--- config.mk ---
export PLATFORM = sky130hd
export DESIGN_NAME = amc_table
export DESIGN_NICKNAME = d
export VERILOG_FILES = /design/src/rtl/amc_pkg.sv /design/src/rtl/amc_table.sv
export SDC_FILE = /design/constraint.sdc
export NUM_CORES = 1
export LEC_CHECK = 0
export BUFFER_PORTS_ARGS = -buffer_cell sky130_fd_sc_hd__buf_4
export CORE_AREA = 10 10 398 400
export CTS_CLUSTER_DIAMETER = 80
export DETAILED_ROUTE_END_ITERATION = 6
export DIE_AREA = 0 0 408 410
export HOLD_SLACK_MARGIN = 0.1
export PLACE_DENSITY = 0.51
export SYNTH_ARGS = -nofsm -noshare
export SYNTH_HDL_FRONTEND = slang
export SYNTH_SLANG_ARGS = --single-unit
export TNS_END_PERCENT = 100
--- constraint.sdc ---
create_clock -name clk -period 1.8 [get_ports clk]
set_input_delay 0.09 -clock clk [delete_from_list [all_inputs] [get_ports clk]]
set_output_delay 0.09 -clock clk [all_outputs]
set_load 0.01 [all_outputs]
--- src/rtl/amc_pkg.sv ---
// Shared types and constants for the ambiguity median cost block.
// Depends on nothing; every rtl file imports it.
`timescale 1ns / 1ps

package amc_pkg;

	localparam int SET_BITS        = 8;
	localparam int OUT_COST_W      = 17;
	localparam int DEF_MAX_SYMBOLS = 8;
	localparam int DEF_COST_BITS   = 16;

	localparam logic [OUT_COST_W-1:0] OUT_COST_MAX = '1;
	localparam logic [3:0]            ALPH_RESET   = 4'd5;

	localparam logic CMD_WRITE = 1'b0;
	localparam logic CMD_QUERY = 1'b1;

	typedef struct packed {
		logic        cmd;
		logic [2:0]  row_symbol;
		logic [2:0]  col_symbol;
		logic [15:0] entry_cost;
		logic [7:0]  first_set;
		logic [7:0]  second_set;
	} in_item_t;

	typedef struct packed {
		logic [OUT_COST_W-1:0] min_cost;
		logic [7:0]            median_set;
		logic                  empty_set_error;
	} out_item_t;

	// one cost table write, top level to table
	typedef struct packed {
		logic        en;
		logic [2:0]  row;
		logic [2:0]  col;
		logic [15:0] cost;
	} tbl_wr_t;

endpackage

--- src/rtl/amc_table.sv ---
// Symbol-to-symbol cost table held in flip-flops, one write port.
// Depends on amc_pkg; every entry is presented in parallel to the query pipeline.
`timescale 1ns / 1ps

module amc_table #(
	parameter int MAX_SYMBOLS = amc_pkg::DEF_MAX_SYMBOLS,
	parameter int COST_BITS   = amc_pkg::DEF_COST_BITS,
	localparam int SYM_N      = (MAX_SYMBOLS < amc_pkg::SET_BITS) ?
	                            MAX_SYMBOLS : amc_pkg::SET_BITS
) (
	input  logic                                      clk,
	input  amc_pkg::tbl_wr_t                          wr,
	output logic [SYM_N-1:0][SYM_N-1:0][COST_BITS-1:0] cost
);
	import amc_pkg::*;

	localparam int EXT_W = (COST_BITS > 16) ? COST_BITS : 16;

	logic [SYM_N-1:0][SYM_N-1:0][COST_BITS-1:0] cost_q;
	logic [EXT_W-1:0]                           wr_ext;

	assign wr_ext = EXT_W'(wr.cost);

	// rows or columns beyond the table never match and the write drops
	always_ff @(posedge clk) begin
		for (int r = 0; r < SYM_N; r++) begin
			for (int c = 0; c < SYM_N; c++) begin
				if (wr.en && wr.row == 3'(r) && wr.col == 3'(c)) begin
					cost_q[r][c] <= wr_ext[COST_BITS-1:0];
				end
			end
		end
	end

	assign cost = cost_q;

endmodule

==> results of run 1 <==
## stage by stage
step                      utilization, %  worst slack, ns  hold slack (ns)  cells  setup TNS, ns
final                               31.0            0.220            0.181   4505              0
after floorplan                        -          -0.0835            0.189   1119         -35.65
after global placement              28.7          0.00537            0.457   4297              0
after detailed placement            28.7          0.00535            0.454   4297              0
after CTS                           31.0           0.0986            0.106   4505              0
after global routing                31.0           0.0729            0.140   4505              0
## power by group through the flow
stage / clock network, W / logic [W] / registers (W)
final: 0.0210 / 0.00142 / 0.0265
after global routing: 0.0225 / 0.00148 / 0.0265
after CTS: 0.0216 / 0.00147 / 0.0265
after detailed placement: 0 / 0.00144 / 0.0270
after global placement: 0 / 0.00144 / 0.0270
after floorplan: 0 / 0.0000879 / 0.0270
## placed cells by master (no fill, tap or decap), drive strengths merged, types with 3 or more instances in the layout
master / count
edfxtp: 1024
buf: 1163
dlygate4sd3: 16
nand4b: 3
clkinvlp: 4
nand3b: 3
or3b: 3
inv: 7
clkinv: 47
bufinv: 8
nand4bb: 3
nor2: 64
clkbuf: 126
## cell type report
class / count / area share [%]
sequential: 1024 / 65.8
timing repair buffer: 1179 / 20.7
clock buffer: 126 / 5.74
tap: 2030 / 5.43
clock inverter: 66 / 1.36
multi-input combinational: 80 / 1.00
## worst max path at each step
stage,start,endpoint,slack (ns)
2_1_floorplan,wr[17],cost[704],-0.08
3_3_place_gp,wr[16],cost[160],0.005
3_5_place_dp,wr[16],cost[164],0.005
4_1_cts,cost[813],cost[813],0.1
5_1_grt,cost[813],cost[813],0.07
6_report,cost[813],cost[813],0.22
## metal layers
layer  wire length (um)  share of wire [%]  GRT usage [%]  vias up
li1                   -                  -              -     7080
met1              43900                 35           15.1     8898
met2              67600                 53           26.2      865
met3              11300                8.9           5.15      179
met4               3990                3.1           5.26        6
met5                 34              0.027              0        -
## cells by family (layout without fill, tap and decap cells)
family | Yosys count | after routing | share of synthesized area, %
flip-flops | 1024 | 1024 | 98.5
buffers and inverters | 15 | 1371 | 0.248
AND/OR/NAND/NOR | 80 | 80 | 1.28
## repair_timing
action	CTS	global route
setup buffers	0	0
hold buffers	16	0
endpoints found under the hold margin	1024	0
==> flow_metrics.py, run 1 <==
metrics = {
    "run_status": {
        "status": "completed",
    },
    "power": {
        "swShare_pct": 21.0,
        "pwr-share-comb_pct": 2.9,
        "finalPower_w": 0.0489,
        "clockPowerShare_pct": 43.0,
        "powerDensity_mw_per_mm2": 1050,
        "internal_power_w": 0.0386,
        "p_sw_w": 0.0103,
        "leakage_nw": 16.8,
        "p_seq_share_pct": 54.1,
        "ir_worst_vdd_mv": 0.854,
    },
    "synth": {
        "avgSynthCellArea_um2": 27.9,
        "syn_inst": 1119,
        "yosysSeqAreaShare_pct": 98.5,
        "ys_ff_latch": 1024,
        "synthFlopType": "edfxtp_1",
        "ys_top_cells_by_count": "1,024 x edfxtp_1, 56 x nor2_1, 8 x clkbuf_1, 8 x nor2_2, 5 x buf_2",
        "synth_edf_count": 1024,
        "post-synth-top-area-fraction_pct": 98.5,
        "synth_cell_types": 14,
        "yosys.area.top_type": "edfxtp_1",
        "ys_async_sr_fraction_pct": 0,
        "netlist_top_cells_area": "edfxtp_1 98%, nor2_1 0.67%, nor2_2 0.16%, nand4bb_1 0.11%, clkbuf_1 0.096%",
        "syn_nets": 1143,
        "synth.most_common_cell": "edfxtp_1",
        "syn_area_mm2": 0.0312,
        "ys_warn_count": 0,
    },
    "cells_and_area": {
        "postLayoutCellArea_mm2": 0.0467,
        "antennaDiodeCount": 0,
        "multi_input_area_um2": 468,
        "largest_reg_flops": 1024,
        "final_layout_size_suffix_gt1_share_pct": 54.1,
        "num-fill-cells": 14600,
        "seqCellArea_mm2": 0.0307,
        "final_nets": 2413,
        "syn2layout_area_growth_pct": 49.7,
    },
    "clocking": {
        "cts_max_level": 3,
        "clock-root-buffer": "clkbuf_16",
        "tritoncts": "done",
        "cts_sinks": 1024,
        "clkSlewWorstSetupHoldPaths_ns": 0.06,
        "cts_buffers": 104,
        "clk_path_buf_depth": 3,
        "ctsResizeCount": 0,
    },
    "setup_path": {
        "crit_type": "reg2out",
        "arrival_ns": 1.49,
        "crit_family": "flip-flops",
        "cp-end-kind": "output pin",
        "start_kind": "flop",
        "critPathMaxFanout": 1,
        "crit_chain": "buf_4",
        "path_buf_inv": 1,
        "slowest_stage": "edfxtp_1",
        "worst-path-stages": 1,
        "required_ns": 1.71,
        "slowest_delay_ns": 0.57,
    },
    "sta": {
        "fin_crit_sh_pct": 87.8,
        "hold_viol_final": 0,
        "tightest_slew_ns": 0.626,
        "fin_crit_ns": 1.58,
        "rsz0062_at_grt": "false",
        "maxSlewHeadroom_pct": 58.2,
        "drv_slew": 0,
        "setup_viol": 0,
        "clock.fmax_mhz": 633,
    },
    "routing": {
        "dr.first_iter.drc_count": 1494,
        "finalWirelength_um": 127000,
        "viasPerCell": 3.78,
        "first_pass_iters": 5,
        "vias": 17000,
        "drc": 0,
        "ant_nets": 0,
        "wl_per_cell_um": 28.1,
    },
    "min_path": {
        "hp-start": "wr[21]",
        "hold_end": "cost[40]",
        "hold_path_class": "in2reg",
        "worstHoldPathCells": 4,
    },
    "placed_design": {
        "dpl-instance-area_mm2": 0.0433,
        "gp_congestion": 0.778,
        "io_buffers": 1047,
        "hpwl_um": 82700,
    },
    "floorplan": {
        "die_y_um": 410,
        "rows": 143,
        "core_mm2": 0.151,
        "ioPinCount": 1048,
        "die_x_um": 408,
        "start_util_pct": 20.7,
        "die-area_mm2": 0.167,
    },
    "grt": {
        "grt_pass1_vias": 17700,
        "grt.overflow.total": 0,
        "grt.total_usage_pct": 14.4,
        "grt_pass1_wl_um": 165000,
        "grt_max_degree": 65,
        "antenna_found_initial": 5,
    },
    "run": {
        "cap_violations": 0,
    },
}
(Power assumes the default switching activity.)
==> inputs of run 2 (changes only) <==
CORE_AREA = 10 10 401 403   (was 10 10 398 400)
CTS_BUF_LIST = sky130_fd_sc_hd__clkbuf_4   (was not set)
DIE_AREA = 0 0 411 413   (was 0 0 408 410)
SLEW_MARGIN = 5   (was not set)
==> flow_metrics.py, run 2 (synthesis results as in run 1) <==
metrics = {
    "setup_path": {
        "slowest_delay_ns": 0.53,
        "start_kind": "flop",
        "slowest_stage": "edfxtp_1",
        "crit_family": "flip-flops",
        "cp-end-kind": "output pin",
        "arrival_ns": 1.84,
        "crit_chain": "buf_6",
        "required_ns": 1.71,
        "crit_start": "cost[803]",
        "path_buf_inv": 1,
        "critPathMaxFanout": 1,
        "crit_type": "reg2out",
    },
    "power": {
        "pwr-share-comb_pct": 3.3,
        "p_seq_share_pct": 55.6,
        "swShare_pct": 21.8,
        "ir_worst_vdd_mv": 0.674,
        "finalPower_w": 0.0476,
        "p_sw_w": 0.0104,
        "clockPowerShare_pct": 41.1,
        "powerDensity_mw_per_mm2": 940,
        "internal_power_w": 0.0372,
        "leakage_nw": 18.5,
    },
    "clocking": {
        "post_cts_buffers": 0,
        "cts_max_level": 5,
        "cts_buffers": 283,
        "tritoncts": "done",
        "clock-root-buffer": "clkbuf_4",
        "clkSlewWorstSetupHoldPaths_ns": 0.08,
        "cts_sinks": 1024,
        "clk_path_buf_depth": 4,
    },
    "run_status": {
        "status": "complete, but fails checks",
        "violations": "setup timing",
    },
    "cells_and_area": {
        "stdcell_count": 4803,
        "final_nets": 2620,
        "num-fill-cells": 14600,
        "layout_commonest_cell": "edfxtp_1",
        "multi_input_area_um2": 465,
        "utilization_pct": 33.1,
        "largest_reg_flops": 1024,
        "seqCellArea_mm2": 0.0307,
        "postLayoutCellArea_mm2": 0.0507,
        "final_cell_mix": "1,024 x edfxtp_1, 991 x buf_6, 391 x clkbuf_4, 112 x buf_4, 61 x buf_12",
        "final_layout_size_suffix_gt1_share_pct": 58.4,
        "syn2layout_area_growth_pct": 62.2,
    },
    "grt": {
        "antenna_found_initial": 8,
        "grt.total_usage_pct": 14.7,
        "grt.overflow.total": 0,
        "grt_max_degree": 65,
        "grt_pass1_vias": 19600,
        "grt_pass1_wl_um": 170000,
    },
    "routing": {
        "viasPerCell": 3.81,
        "wl_per_cell_um": 27.4,
        "ant_nets": 0,
        "finalWirelength_um": 132000,
        "vias": 18300,
        "first_pass_iters": 5,
        "dr.first_iter.drc_count": 1299,
        "drc": 0,
    },
    "sta": {
        "hold_viol_final": 0,
        "tightest_slew_ns": 1.09,
        "setup_viol": 46,
        "maxSlewHeadroom_pct": 27.1,
        "fin_crit_sh_pct": 107,
        "clock.fmax_mhz": 518,
        "drv_slew": 0,
        "rsz0062_at_grt": "true",
        "setup_ws_ns": -0.129,
        "fin_crit_ns": 1.93,
        "tns_ns": -2.35,
    },
    "floorplan": {
        "die_x_um": 411,
        "ioPinCount": 1048,
        "die-area_mm2": 0.170,
        "core_mm2": 0.153,
        "die_y_um": 413,
        "start_util_pct": 20.4,
        "rows": 144,
    },
    "placed_design": {
        "hpwl_um": 84500,
        "gp_congestion": 0.753,
        "dpl-instance-area_mm2": 0.0432,
        "placed_cells": 4310,
        "io_buffers": 1047,
    },
    "run": {
        "cap_violations": 0,
    },
    "min_path": {
        "hold_path_class": "in2reg",
        "hold_end": "cost[81]",
        "worstHoldPathCells": 5,
        "hp-start": "wr[20]",
    },
}
[run 2: cell count changes in the layout (fill, tap and decap cells not counted), sizes merged]
cell	change
clkbuf	+265
dlygate4sd3	+27
diode	+13
clkinv	-12
bufinv	-5
clkinvlp	-3
inv	-2
buf	+1
[run 2: how the worst max path moves through the flow]
stage,end,slack [ns],cells past startpoint
after floorplan,cost[704],-0.08,4
after global placement,cost[493],-0.18,4
after detailed placement,cost[493],-0.20,4
after CTS,cost[803],-0.39,1
after global routing,cost[803],-0.39,1
final,cost[803],-0.13,1
[run 2: stage by stage]
stage | hold WS, ns | worst slack, ns
2_1_floorplan | 0.189 | -0.0835
3_3_place_gp | 0.467 | -0.178
3_5_place_dp | 0.475 | -0.203
4_1_cts | 0.133 | -0.390
5_1_grt | 0.154 | -0.390
6_report | 0.357 | -0.129
[run 2: power groups by stage]
stage,clock [W],combinational [W],sequential [W]
floorplan,0,0.0000879,0.0270
global placement,0,0.00147,0.0270
detailed placement,0,0.00146,0.0270
CTS,0.0202,0.00162,0.0265
global route,0.0214,0.00165,0.0265
finish,0.0195,0.00158,0.0265
[run 2: area by class of cell]
| type | count | share of cell area [%] |
|---|---|---|
| Timing Repair Buffer | 1207 | 27.0 |
| Antenna cell | 13 | 0.0642 |
| Clock buffer | 391 | 5.79 |
| Multi-Input combinational cell | 80 | 0.919 |
| Tap cell | 2044 | 5.05 |
| Clock inverter | 44 | 0.516 |
| Sequential cell | 1024 | 60.7 |
[run 2: per-layer routing]
metal	part of all wire [%]	vias up	track usage [%]	wire (um)
met5	0	-	0	0
met4	3.5	0	6.15	4550
met3	9.8	266	6.19	13000
met2	53	1035	26.3	70100
met1	33	9389	14.9	44000
li1	-	7630	-	-
[run 2: repair_timing]
action                      CTS  global route
hold endpoints to repair   2048             0
gates resized for setup     855           136
setup endpoints to repair  1024          1040
hold buffers                 46             0
==> inputs of run 3 (changes only) <==
ABC_AREA = 1   (was not set)
==> flow_metrics.py, run 3 <==
metrics = {
    "cells_and_area": {
        "postLayoutCellArea_mm2": 0.0504,
        "final_cell_mix": "1,024 x edfxtp_1, 1,001 x buf_6, 413 x clkbuf_4, 124 x buf_4, 42 x dlygate4sd3_1",
        "final_layout_size_suffix_gt1_share_pct": 58.1,
        "final_nets": 2633,
        "layout_commonest_cell": "edfxtp_1",
        "num-fill-cells": 14600,
        "syn2layout_area_growth_pct": 61.9,
        "stdcell_count": 4834,
        "largest_reg_flops": 1024,
    },
    "synth": {
        "ys_top_cells_by_count": "1,024 x edfxtp_1, 67 x nor2_1, 10 x nand2_1, 8 x inv_1, 8 x nand3_1",
        "syn_nets": 1142,
        "netlist_top_cells_area": "edfxtp_1 99%, nor2_1 0.81%, nand3_1 0.13%, nand2_1 0.12%, inv_1 0.097%",
        "avgSynthCellArea_um2": 27.8,
        "post-synth-top-area-fraction_pct": 98.8,
        "synthFlopType": "edfxtp_1",
        "ys_warn_count": 0,
        "syn_inst": 1118,
        "synth_cell_types": 6,
        "yosys.area.top_type": "edfxtp_1",
        "ys_ff_latch": 1024,
        "syn_area_mm2": 0.0311,
        "synth.most_common_cell": "edfxtp_1",
        "synth_edf_count": 1024,
        "ys_async_sr_fraction_pct": 0,
        "yosysSeqAreaShare_pct": 98.8,
    },
    "sta": {
        "drv_slew": 0,
        "setup_viol": 176,
        "fin_crit_ns": 2.05,
        "clock.fmax_mhz": 487,
        "fin_crit_sh_pct": 114,
        "setup_ws_ns": -0.251,
        "rsz0062_at_grt": "true",
        "hold_viol_final": 0,
        "holdWs_ns": 0.321,
        "tightest_slew_ns": 0.630,
        "tns_ns": -6.00,
        "maxSlewHeadroom_pct": 58.0,
    },
    "grt": {
        "grt.total_usage_pct": 14.6,
        "antenna_found_initial": 8,
        "grt_max_degree": 65,
        "grt.overflow.total": 0,
        "grt_pass1_vias": 19900,
        "grt_pass1_wl_um": 172000,
    },
    "clocking": {
        "cts_max_level": 5,
        "clock-root-buffer": "clkbuf_4",
        "clkSlewWorstSetupHoldPaths_ns": 0.06,
        "tritoncts": "done",
        "cts_sinks": 1024,
        "clk_path_buf_depth": 4,
        "cts_buffers": 291,
    },
    "power": {
        "powerDensity_mw_per_mm2": 957,
        "leakage_nw": 18.5,
        "ir_worst_vdd_mv": 0.484,
    },
    "floorplan": {
        "start_util_pct": 20.3,
        "core_mm2": 0.153,
        "ioPinCount": 1048,
        "die_x_um": 411,
        "rows": 144,
        "die-area_mm2": 0.170,
        "die_y_um": 413,
    },
    "routing": {
        "viasPerCell": 3.83,
        "finalWirelength_um": 131000,
        "ant_nets": 0,
        "first_pass_iters": 6,
        "wl_per_cell_um": 27.1,
        "vias": 18500,
        "dr.first_iter.drc_count": 1373,
        "drc": 0,
    },
    "setup_path": {
        "cp-end-kind": "output pin",
        "crit_family": "flip-flops",
        "slowest_stage": "edfxtp_1",
        "required_ns": 1.71,
        "crit_chain": "buf_6",
        "arrival_ns": 1.96,
        "crit_type": "reg2out",
        "path_buf_inv": 1,
        "critPathMaxFanout": 1,
        "slowest_delay_ns": 0.58,
        "start_kind": "flop",
    },
    "run_status": {
        "violations": "setup timing",
        "status": "complete, but fails checks",
    },
    "placed_design": {
        "io_buffers": 1047,
        "gp_congestion": 0.752,
        "dpl-instance-area_mm2": 0.0427,
        "hpwl_um": 83100,
        "placed_cells": 4315,
        "pre_cts_ws_ns": 0.312,
    },
    "run": {
        "cap_violations": 0,
    },
    "min_path": {
        "hold_path_class": "in2reg",
    },
}
run 3: changes by cell type after synthesis, sizes merged, moves of 3 or more:
cell,previous run,this run
nand2,0,10
clkbuf,8,0
inv,0,8
buf,7,0
nand3,1,8
nor2,64,68
nand3b,3,0
nand4b,3,0
nand4bb,3,0
or3b,3,0
run 3: logic make-up after synthesis:
| logic type | share of synthesized area [%] |
|---|---|
| flip-flops | 98.8 |
| buffers and inverters | 0.0965 |
| AND/OR/NAND/NOR | 1.08 |
run 3: repair_timing:
item / CTS / global route
cloned: 0 / 2
buffers inserted: 0 / 1
hold buffers: 43 / 0
endpoints found under the setup margin: 1024 / 1139
pin swaps: 0 / 2
hold endpoints to repair: 2048 / 0
resized for setup: 853 / 159
run 3: final timing paths:
path / from / slack [ns] / cells past startpoint / to
max: cost[767] / -0.25 / 1 / cost[767]
min: wr[18] / 0.32 / 5 / cost[583]
run 3: final cells by class:
type | instances | area [um^2] | share of cell area (%)
Antenna cell | 7 | 17.5 | 0.0348
Clock buffer | 413 | 3100 | 6.15
Clock inverter | 54 | 267 | 0.529
Inverter | 8 | 30.0 | 0.0596
Multi-Input combinational cell | 86 | 438 | 0.869
Sequential cell | 1024 | 30700 | 61.0
Tap cell | 2044 | 2560 | 5.08
Timing Repair Buffer | 1198 | 13200 | 26.3
run 3: per-layer routing:
| metal | global-route usage [%] | wire length (um) |
|---|---|---|
| met1 | 15.0 | 44600 |
| met2 | 26.6 | 70700 |
| met3 | 6.37 | 12700 |
| met4 | 4.81 | 3100 |
| met5 | 0 | 0 |
run 3: metrics by stage:
step                      total power (W)  util [%]
final                              0.0482      32.9
after global routing               0.0503      32.9
after CTS                          0.0489      32.5
after detailed placement           0.0284      27.9
after global placement             0.0284      27.9
after floorplan                    0.0271         -
run 3: power by group:
group	switching [W]	total, W	leakage, nW	internal, W
Sequential	0.0000806	0.0265	9.21	0.0264
Combinational	0.00106	0.00152	7.25	0.000458
Clock	0.00950	0.0202	2.05	0.0107
